### config.mk
export PLATFORM = sky130hd
export DESIGN_NAME = accel_step_detector
export DESIGN_NICKNAME = d
export VERILOG_FILES = /design/src/hw/rtl/asd_pkg.sv /design/src/hw/rtl/asd_cfg_regs.sv /design/src/hw/rtl/asd_adapt.sv /design/src/hw/rtl/accel_step_detector.sv
export SDC_FILE = /design/constraint.sdc
export NUM_CORES = 1
export LEC_CHECK = 0
export ABC_AREA = 1
export BUFFER_PORTS_ARGS = -buffer_cell sky130_fd_sc_hd__buf_4
export CORE_MARGIN = 4
export CORE_UTILIZATION = 57
export DETAILED_ROUTE_END_ITERATION = 12
export GPL_TIMING_DRIVEN = 0
export HOLD_SLACK_MARGIN = 0.02
export PLACE_DENSITY = 0.74
export SLEW_MARGIN = 40
export SYNTH_ARGS = -nofsm -noshare
export SYNTH_HDL_FRONTEND = slang
export SYNTH_SLANG_ARGS = --single-unit
export TNS_END_PERCENT = 10
### constraint.sdc
create_clock -name clk -period 14.12 [get_ports clk]
set_clock_uncertainty 0.2 [all_clocks]
set_input_delay 0.706 -clock clk [delete_from_list [all_inputs] [get_ports clk]]
set_output_delay 0.706 -clock clk [all_outputs]
set_load 0.005 [all_outputs]
### src/hw/rtl/asd_pkg.sv
package asd_pkg;

  // sample, threshold, step, margin, count and configuration widths
  localparam int unsigned SampleW  = 13;
  localparam int unsigned XThrW    = 13;
  localparam int unsigned YzThrW   = 10;
  localparam int unsigned AdjW     = 2;
  localparam int unsigned MarginW  = 13;
  localparam int unsigned CountW   = 32;
  localparam int unsigned CfgIdxW  = 3;
  localparam int unsigned CfgDataW = 13;

  // packed stream widths
  localparam int unsigned InDataW  = 40;
  localparam int unsigned OutDataW = 56;

  // register indexes
  localparam logic [CfgIdxW-1:0] REG_X_THRESHOLD    = 3'd0;
  localparam logic [CfgIdxW-1:0] REG_YZ_THRESH_MIN  = 3'd1;
  localparam logic [CfgIdxW-1:0] REG_YZ_THRESH_MAX  = 3'd2;
  localparam logic [CfgIdxW-1:0] REG_ADJUST_STEP    = 3'd3;
  localparam logic [CfgIdxW-1:0] REG_RAISE_MARGIN   = 3'd4;

  // reset values
  localparam logic [XThrW-1:0]   X_THRESHOLD_RST   = 13'd35;
  localparam logic [YzThrW-1:0]  YZ_THRESH_MIN_RST = 10'd175;
  localparam logic [YzThrW-1:0]  YZ_THRESH_MAX_RST = 10'd195;
  localparam logic [AdjW-1:0]    ADJUST_STEP_RST   = 2'd2;
  localparam logic [MarginW-1:0] RAISE_MARGIN_RST  = 13'd200;
  localparam logic [YzThrW-1:0]  YZ_THRESH_RST     = 10'd185;
  localparam logic [YzThrW-1:0]  YZ_THRESH_SAT     = 10'd1023;

  typedef struct packed {
    logic [XThrW-1:0]   x_threshold;
    logic [YzThrW-1:0]  yz_threshold_min;
    logic [YzThrW-1:0]  yz_threshold_max;
    logic [AdjW-1:0]    adjust_step;
    logic [MarginW-1:0] raise_margin;
  } cfg_t;

  // magnitude of a signed sample, full range fits unsigned
  function automatic logic [SampleW-1:0] mag(input logic signed [SampleW-1:0] v);
    logic [SampleW-1:0] r;
    r = v[SampleW-1] ? (~v + 1'b1) : v;
    return r;
  endfunction

  // | |cur| - |prev| |
  function automatic logic [SampleW-1:0] mag_diff(input logic signed [SampleW-1:0] cur,
                                                  input logic signed [SampleW-1:0] prev);
    logic [SampleW:0] d;
    d = {1'b0, mag(cur)} - {1'b0, mag(prev)};
    if (d[SampleW]) begin
      d = ~d + 1'b1;
    end
    return d[SampleW-1:0];
  endfunction

endpackage

### src/hw/rtl/asd_cfg_regs.sv
module asd_cfg_regs (
  input  logic                          clk,
  input  logic                          rst,
  input  logic                          cfg_wen,
  input  logic [asd_pkg::CfgIdxW-1:0]   cfg_index,
  input  logic [asd_pkg::CfgDataW-1:0]  cfg_wdata,
  output asd_pkg::cfg_t                 cfg
);
  import asd_pkg::*;

  // register file, writes beyond the list are dropped
  always_ff @(posedge clk) begin
    if (rst) begin
      cfg.x_threshold      <= X_THRESHOLD_RST;
      cfg.yz_threshold_min <= YZ_THRESH_MIN_RST;
      cfg.yz_threshold_max <= YZ_THRESH_MAX_RST;
      cfg.adjust_step      <= ADJUST_STEP_RST;
      cfg.raise_margin     <= RAISE_MARGIN_RST;
    end else if (cfg_wen) begin
      case (cfg_index)
        REG_X_THRESHOLD:   cfg.x_threshold      <= cfg_wdata[XThrW-1:0];
        REG_YZ_THRESH_MIN: cfg.yz_threshold_min <= cfg_wdata[YzThrW-1:0];
        REG_YZ_THRESH_MAX: cfg.yz_threshold_max <= cfg_wdata[YzThrW-1:0];
        REG_ADJUST_STEP:   cfg.adjust_step      <= cfg_wdata[AdjW-1:0];
        REG_RAISE_MARGIN:  cfg.raise_margin     <= cfg_wdata[MarginW-1:0];
        default: ;
      endcase
    end
  end

endmodule

### src/hw/rtl/asd_adapt.sv
module asd_adapt (
  input  logic [asd_pkg::SampleW-1:0] diff,
  input  logic [asd_pkg::YzThrW-1:0]  thr,
  input  asd_pkg::cfg_t               cfg,
  output logic                        hit,
  output logic [asd_pkg::YzThrW-1:0]  thr_next
);
  import asd_pkg::*;

  logic [SampleW-1:0] overshoot;
  logic               raise;
  logic [YzThrW-1:0]  clamped;
  logic [YzThrW:0]    raised;

  // reach test and overshoot beyond the threshold
  always_comb begin
    hit       = diff >= {{(SampleW-YzThrW){1'b0}}, thr};
    overshoot = diff - {{(SampleW-YzThrW){1'b0}}, thr};
    raise     = hit && (overshoot > cfg.raise_margin);
  end

  // when raising: clamp (upper bound wins), then raise with saturation; else pass thr on
  always_comb begin
    if (thr > cfg.yz_threshold_max) begin
      clamped = cfg.yz_threshold_max;
    end else if (thr < cfg.yz_threshold_min) begin
      clamped = cfg.yz_threshold_min;
    end else begin
      clamped = thr;
    end
    raised = {1'b0, clamped} + {{(YzThrW+1-AdjW){1'b0}}, cfg.adjust_step};
    if (!raise) begin
      thr_next = thr;
    end else if (clamped < cfg.yz_threshold_max) begin
      thr_next = raised[YzThrW] ? YZ_THRESH_SAT : raised[YzThrW-1:0];
    end else begin
      thr_next = clamped;
    end
  end

endmodule

### src/hw/rtl/accel_step_detector.sv
// a result passes through the sample register and then the result register
// throughput: one sample per cycle, sustained while the result side keeps up
// the sample register and the result register each hold one item; a stalled
// result side stops the input after those two are full
// reset (rst, synchronous): thresholds 185, count 0, no previous sample, all
// configuration registers back to their defaults, both stages empty
module accel_step_detector (
  input  logic                           clk,
  input  logic                           rst,
  input  logic                           s_tvalid,
  output logic                           s_tready,
  // accel_x[12:0], accel_y[25:13], accel_z[38:26], zero pad [39]
  input  logic [asd_pkg::InDataW-1:0]    s_tdata,
  // vibrating[0]
  input  logic [0:0]                     s_tuser,
  output logic                           m_tvalid,
  input  logic                           m_tready,
  // step_detected[0], step_total[32:1], y_threshold_now[42:33],
  // z_threshold_now[52:43], zero pad [55:53]
  output logic [asd_pkg::OutDataW-1:0]   m_tdata,
  input  logic                           cfg_wen,
  input  logic [asd_pkg::CfgIdxW-1:0]    cfg_index,
  input  logic [asd_pkg::CfgDataW-1:0]   cfg_wdata
);
  import asd_pkg::*;

  cfg_t cfg;

  logic                      in_valid;
  logic signed [SampleW-1:0] in_x;
  logic signed [SampleW-1:0] in_y;
  logic signed [SampleW-1:0] in_z;
  logic                      in_vib;

  logic signed [SampleW-1:0] prev_x;
  logic signed [SampleW-1:0] prev_y;
  logic signed [SampleW-1:0] prev_z;
  logic [YzThrW-1:0]         y_threshold;
  logic [YzThrW-1:0]         z_threshold;
  logic                      primed;
  logic [CountW-1:0]         step_counter;

  logic                      out_valid;
  logic [OutDataW-1:0]       out_data;

  logic                      advance;
  logic [SampleW-1:0]        dx;
  logic [SampleW-1:0]        dy;
  logic [SampleW-1:0]        dz;
  logic                      hit_x;
  logic                      hit_y;
  logic                      hit_z;
  logic [YzThrW-1:0]         y_adapt;
  logic [YzThrW-1:0]         z_adapt;
  logic                      step;
  logic [YzThrW-1:0]         y_threshold_next;
  logic [YzThrW-1:0]         z_threshold_next;
  logic [CountW-1:0]         step_counter_next;

  asd_cfg_regs u_cfg (
    .clk       (clk),
    .rst       (rst),
    .cfg_wen   (cfg_wen),
    .cfg_index (cfg_index),
    .cfg_wdata (cfg_wdata),
    .cfg       (cfg)
  );

  // pipeline flow control
  assign advance  = !out_valid || m_tready;
  assign s_tready = !in_valid || advance;
  assign m_tvalid = out_valid;
  assign m_tdata  = out_data;

  // sample register
  always_ff @(posedge clk) begin
    if (rst) begin
      in_valid <= 1'b0;
    end else if (s_tready) begin
      in_valid <= s_tvalid;
    end
  end

  always_ff @(posedge clk) begin
    if (s_tvalid && s_tready) begin
      in_x   <= s_tdata[SampleW-1:0];
      in_y   <= s_tdata[2*SampleW-1:SampleW];
      in_z   <= s_tdata[3*SampleW-1:2*SampleW];
      in_vib <= s_tuser[0];
    end
  end

  // magnitude differences against the previous sample
  always_comb begin
    dx    = mag_diff(in_x, prev_x);
    dy    = mag_diff(in_y, prev_y);
    dz    = mag_diff(in_z, prev_z);
    hit_x = dx >= cfg.x_threshold;
  end

  asd_adapt u_adapt_y (
    .diff     (dy),
    .thr      (y_threshold),
    .cfg      (cfg),
    .hit      (hit_y),
    .thr_next (y_adapt)
  );

  asd_adapt u_adapt_z (
    .diff     (dz),
    .thr      (z_threshold),
    .cfg      (cfg),
    .hit      (hit_z),
    .thr_next (z_adapt)
  );

  // step decision and state update, first sample only primes
  always_comb begin
    step              = primed && hit_x && (hit_y || hit_z) && !in_vib;
    y_threshold_next  = primed ? y_adapt : y_threshold;
    z_threshold_next  = primed ? z_adapt : z_threshold;
    step_counter_next = step_counter + {{(CountW-1){1'b0}}, step};
  end

  always_ff @(posedge clk) begin
    if (rst) begin
      prev_x       <= '0;
      prev_y       <= '0;
      prev_z       <= '0;
      y_threshold  <= YZ_THRESH_RST;
      z_threshold  <= YZ_THRESH_RST;
      primed       <= 1'b0;
      step_counter <= '0;
    end else if (in_valid && advance) begin
      prev_x       <= in_x;
      prev_y       <= in_y;
      prev_z       <= in_z;
      y_threshold  <= y_threshold_next;
      z_threshold  <= z_threshold_next;
      primed       <= 1'b1;
      step_counter <= step_counter_next;
    end
  end

  // result register
  always_ff @(posedge clk) begin
    if (rst) begin
      out_valid <= 1'b0;
    end else if (advance) begin
      out_valid <= in_valid;
    end
  end

  always_ff @(posedge clk) begin
    if (in_valid && advance) begin
      out_data <= {3'b000, z_threshold_next, y_threshold_next, step_counter_next, step};
    end
  end

endmodule

; ---- Word-level counts from Yosys, hierarchy flattened
; Cells that the tools add are included.
; W data, S select, Z words.
[word_totals]
ff_bits = 235
latch_bits = 0
out_inout_bits = 58
word_cells = 100
mem_bits_ro = 0
n_memories = 0
ramBits = 0
input_bits = 62
[classes]
addsub = 17
multipliers = 0
n_div = 0
magnitude_cmp = 11
muxes = 21
shift = 0
reduce_logical = 19
eq_ne = 4
n_bitwise = 9
[ops]
columns = operator, n
row1 = $mux W10, 12
row2 = $add A13 B1 Y13 const B, 9
row3 = $mux W13, 9
row4 = $not A13 Y13, 9
row5 = $sub A13 B13 Y14, 3
row6 = $lt A10 B10 Y1, 4
row7 = $add A32 B1 Y32, 1
row8 = $ge A13 B10 Y1, 2
row9 = $gt A13 B13 Y1, 2
row10 = $sub A13 B10 Y13, 2
row11 = $add A10 B2 Y11, 2
row12 = $gt A10 B10 Y1, 2
row13 = $ge A13 B13 Y1, 1
row14 = $reduce_and A2 Y1, 5
row15 = $logic_and A1 B1 Y1, 7
row16 = $eq A3 B2 Y1 const B, 2
row17 = $eq A3 B1 Y1 const B, 1
row18 = $eq A3 B3 Y1 const B, 1
row19 = $logic_not A1 Y1, 3
row20 = $logic_not A3 Y1, 1
row21 = $logic_or A1 B1 Y1, 3

; ---- Depth between registers and ports, before layout
[logic_depth]
depth_word = 12
depth_mapped = 50
mapped_depth_nobuf = 50

; ---- Hierarchy
; From an unflattened synthesis, not the netlist that was laid out.
[hier_totals]
hier_cells = 2798
area_unflattened_um2 = 19165.9
[modules_own_cells]
columns = module, n_inst, seq_area_each_um2, cells_each, area_each_um2
row1 = accel_step_detector, 1, 4674.5, 1696, 12329.3
row2 = asd_adapt (u_adapt_y), 1, 0.0, 418, 2454.9
row3 = asd_adapt (u_adapt_z), 1, 0.0, 411, 2431.1
row4 = asd_cfg_regs, 1, 960.9, 273, 1950.6

; ---- Worst setup path after synthesis
; No wires, ideal clock.
[synth_timing]
path_kind = reg2reg
from = register in_z[0]
to = register out_data[29] (netlist: m_tdata[29]), data pin
t_arrival_ns = 5.810
required_ns = 13.642
path_stages_with_launch = 43
period_less_slack_ns = 6.288
path_buffers = 0
setup_ns = 0.278
setup_slack_ns = 7.832
path_cell_list = edfxtp_1 inv_1 ha_1 inv_1 nor3_1 nor3b_1 inv_1 nor3_1 nor2_1 xor2_1 ha_1 nand2_1 inv_2 a21oi_1 nand3_2 a21oi_4 inv_1 nor2_1 (+7 left out) a21o_1 nand2_1 nand2_1 nor2_1 nand2_1 nor2_2 nand2_2 nor2_1 nor3_1 ha_1 ha_1 nand2_1 nor3_1 nand3_1 nor3_1 nand2_1 nor4_1 xor2_1
[synth_between]
elab_chain_len = 12
[synth_rtl]
columns = element, line_no
row1 = "start, declared", accel_step_detector.sv:32  ; logic signed [SampleW-1:0] in_z;
row2 = "start signal, assigned", accel_step_detector.sv:88  ; in_z <= s_tdata[3*SampleW-1:2*SampleW];
row3 = $not A13 Y13, asd_pkg.sv:44  ; r = v[SampleW-1] ? (~v + 1'b1) : v;
row4 = $add A13 B1 Y13, asd_pkg.sv:44
row5 = $mux W13 *, asd_pkg.sv:44
row6 = $sub A13 B13 Y14 *, asd_pkg.sv:52  ; d = {1'b0, mag(cur)} - {1'b0, mag(prev)};
row7 = $not A13 Y13, asd_pkg.sv:54  ; d = ~d + 1'b1;
row8 = $add A13 B1 Y13, asd_pkg.sv:54
row9 = $mux W13 *, asd_pkg.sv:53  ; if (d[SampleW]) begin
row10 = $ge A13 B10 Y1 *, asd_adapt.sv:17  ; hit = diff >= {{(SampleW-YzThrW){1'b0}}, thr};
row11 = $logic_or A1 B1 Y1 *, accel_step_detector.sv:119  ; step = primed && hit_x && (hit_y || hit_z) && !in_vib;
row12 = $logic_and A1 B1 Y1 * (2 in a row), accel_step_detector.sv:119
row13 = net step, accel_step_detector.sv:55  ; logic step;
row14 = $add A32 B1 Y32 *, accel_step_detector.sv:122  ; step_counter_next = step_counter + {{(CountW-1){1'b0}}, step};
row15 = net step_counter_next[28], accel_step_detector.sv:58  ; logic [CountW-1:0] step_counter_next;
row16 = "end signal, assigned", accel_step_detector.sv:156  ; out_data <= {3'b000, z_threshold_next, y_threshold_next, step_counter_next, step};
row17 = "end, declared", accel_step_detector.sv:44  ; logic [OutDataW-1:0] out_data;
; Mark *: on every way through the listed nets, which the timed path passes. The rest lies on a longest branch.
; A chain may end at the register's enable or synchronous reset.

; ---- Worst setup path after layout
[layout_timing]
from = register in_z[0]
to = register step_counter[31]
[layout_between]
elab_chain_len = 12
[layout_rtl]
columns = element, line_no
row1 = $not A13 Y13, asd_pkg.sv:44
row2 = $add A13 B1 Y13, asd_pkg.sv:44
row3 = $mux W13 *, asd_pkg.sv:44
row4 = $sub A13 B13 Y14 *, asd_pkg.sv:52
row5 = $not A13 Y13, asd_pkg.sv:54
row6 = $add A13 B1 Y13, asd_pkg.sv:54
row7 = $mux W13 *, asd_pkg.sv:53
row8 = $ge A13 B10 Y1 *, asd_adapt.sv:17
row9 = $logic_or A1 B1 Y1 *, accel_step_detector.sv:119
row10 = $logic_and A1 B1 Y1 * (2 in a row), accel_step_detector.sv:119
row11 = net step, accel_step_detector.sv:55
row12 = $add A32 B1 Y32 *, accel_step_detector.sv:122
row13 = net step_counter_next[31], accel_step_detector.sv:58
row14 = "end signal, assigned", accel_step_detector.sv:141  ; step_counter <= step_counter_next;
row15 = "end, declared", accel_step_detector.sv:41  ; logic [CountW-1:0] step_counter;
; Marks and branches as above.

==> summary.txt <==
CP max FO: 9
Int Power: 0.00182 W
Final min period: 7860 ps
Number of diodes: 0
Max-Cap Viols: 0
Gr ovfl total: 0
Rows: 64
Final Hold Violating Endpoints: 0
Setup Fix Bufs, Post-CTS: 0
Top_reg_cell synth: dfxtp_1
Max frequency: 0.127 GHz
Initial antenna violation count: 0
Reg clk slew, reported paths: 60 ps
Largest net degree at the start of global routing: 63
RSZ-0062 raised after global routing: false
Leak: 9.62 nW
Die ar.: 34200 sq um
Nature of the critical path startpoint: flip-flop
Final WS setup: 6260 ps
Comb pwr share: 54.1%
Drt first pass iters: 5
Final core occ: 65.4%
Power Density: 161 nW/um^2
Synth Warn #: 0
Seq/Total Area, Yosys: 31.6%
Setup-failing EPs final: 0
H-tree depth: 1
Nets: 2837
Tightest Pin Transition: 853 ps
Overall power: 0.00323 W
Cells after synthesis: 2453
Sinks on Clock Net: 235
Outcome: finished, final reports clean
Worst skew pair latency: 560 ps
Setup total negative slack: 0 ps
Cts hold-fix bufs: 0
Critical Path RT: 14430 ps
Hpwl dp: 38100 um
Drt total wl: 48400 um
P&R area growth vs syn: 12.6%
Setup slack at placement: 6350 ps
Post-route ant nets: 0
Starting Density: 58.1%
Longest Clk Path Bufs: 3
Sequential share of power: 24.7%
FF+latch count, synth: 235
First-pass GRT wire length: 77400 um
# port buffers: 114
Die Y: 185 um
Share of synthesized flip-flops with an asynchronous set or reset: 0%
Num ports: 120
Headroom to the max-slew limit: 43.1%
Slowest cell on crit path: edfxtp_1
DR DRC count: 0
Routed wire length per instance: 16.0 um
Fillers: 2758
Peak VDD IR: 112 uV
Most used cell, CP: nand2_1
Register area: 5640 sq um
Core region area: 30700 sq um
Clock share of power: 21.2%
Synth Cell Area: 17900 sq um
Synthesized area per cell: 7.28 sq um
Crit end category: flip-flop
Sw frac: 43.7%
Post-CTS sizing: 0
Crit Path Category: flip-flop to flip-flop
Root Driver: clkbuf_16
Synth cell types: 62
Layout cells sized above 1: 10.9%
DRT iter0 DRCs: 1063
Max incr delay on CP: 420 ps
Via density: 5.45
Multi-input logic area: 10500 sq um
Critical Path AT: 8170 ps
CTS tree: built
Post-synth EDFFs: 93
Fin crit share: 55.7%
Non-filler cells in the finished layout: 3015
Via count: 16400
Hold Path Class: input port to flip-flop
Die width: 185 um
Dpl cells: 2965
Gr usage total: 27.9%
Final max-slew violation count: 0
Routability congestion estimate: 0.968
Vias in the first global route: 15600
Net Sw Power: 0.00141 W
Num CTS Buffers: 27
[final cells by class]
class	count	area share, %
well taps	396	2.46
flip-flops and latches	235	28.0
inverters	396	7.43
multi-input cells	1768	52.0
clock inverters	15	0.622
clock buffers	35	3.72
repair buffers	114	4.26
plain buffers	56	1.43
[cell usage after synthesis (all sizes together) (16+ instances only)]
library cell | n | share of area [%]
buf | 17 | 0.75
ha | 170 | 12
nor3 | 43 | 1.2
xnor2 | 37 | 1.9
xor2 | 110 | 5.4
inv | 395 | 8.3
edfxtp | 93 | 16
clkbuf | 39 | 0.82
nand2 | 524 | 12
dfxtp | 142 | 16
o211ai | 16 | 0.67
nand3 | 138 | 4.3
o21ai | 188 | 5.4
nand4 | 35 | 1.3
nor2 | 229 | 5.1
a21oi | 182 | 5.3
[final timing paths]
path                                     from               end  slack, ps  cells past startpoint
worst min register to register  u_cfg.cfg[38]     u_cfg.cfg[38]        260                      2
worst max register to register        in_z[0]  step_counter[31]       6260                     47
worst max-delay path                  in_z[0]  step_counter[31]       6260                     47
worst min-delay path              s_tdata[23]          in_y[10]        110                      1
[kinds of logic (layout without fill, tap and decap cells)]
kind of cell	after synthesis	in the layout	synth area share [%]
adders and majority gates	177	177	12.7
AOI/OAI and AO/OA	429	429	13.2
and+or+nand+nor	1012	1012	25.3
DFF	235	235	31.6
xor gates and xnor gates	147	147	7.25
other	1	3	0.0210
buffers and inverters	452	616	9.93
[worst max-delay path: cells and delay by family (launching register included)]
kind	cells	cell delay [ps]
AOI/OAI and AO/OA	6	1020
xor gates and xnor gates	3	560
and+or+nand+nor	27	3890
buffers and inverters	7	580
DFF	1	420
adders and majority gates	4	1150
[per-layer routing]
metal	wire length [um]	part of all wire [%]	global-route usage, %	up-vias
li1	-	-	-	8315
met1	20600	43	35.6	7466
met2	22900	47	48.8	521
met3	2900	6.0	3.42	117
met4	1910	4.0	10.5	0
met5	0	0	0	-
[through the flow]
stage	hold WS [ps]	cell area, sq um
finish	114	20100
global route	100	20100
CTS	95.6	20100
detailed placement	258	19200
global placement	257	19200
floorplan	235	17900
[power groups by stage]
| stage | logic [W] | registers [W] | clock network (W) |
|---|---|---|---|
| finish | 0.00175 | 0.000797 | 0.000684 |
| global route | 0.00200 | 0.000802 | 0.000725 |
| CTS | 0.00173 | 0.000797 | 0.000694 |
| detailed placement | 0.00172 | 0.000811 | 0 |
| global placement | 0.00166 | 0.000809 | 0 |
| floorplan | 0.00134 | 0.000802 | 0 |
[flip-flops by register name (all words and copies together), names as in the netlist]
| name | cells |
|---|---|
| m_tdata | 53 |
| z_threshold | 10 |
| step_counter | 32 |
| m_tvalid | 1 |
| primed | 1 |
| in_z | 13 |
| u_cfg.cfg | 48 |
| prev_y | 13 |
| in_y | 13 |
| in_valid | 1 |
| in_x | 13 |
| y_threshold | 10 |
| in_vib | 1 |
| prev_z | 13 |
| prev_x | 13 |
[placed cells by master, fill, tap and decap left out, types with 7 or more instances in the layout]
| master | instances |
|---|---|
| nand2_1 | 481 |
| inv_1 | 375 |
| nor2_1 | 215 |
| a21oi_1 | 177 |
| o21ai_0 | 174 |
| ha_1 | 170 |
| dfxtp_1 | 142 |
| nand3_1 | 123 |
| buf_4 | 121 |
| xor2_1 | 110 |
| edfxtp_1 | 93 |
| nor3_1 | 41 |
| clkbuf_1 | 41 |
| nand2_2 | 37 |
| xnor2_1 | 36 |
| nand4_1 | 33 |
| clkbuf_16 | 28 |
| inv_2 | 18 |
| o211ai_1 | 16 |
| nor4_1 | 14 |
| nand3_2 | 14 |
| nor2_2 | 12 |
| and2_1 | 10 |
| o21ai_1 | 9 |
| o21bai_1 | 7 |
| a211oi_1 | 7 |
| fa_1 | 7 |
No activity file was read; power rests on OpenSTA's default activity.
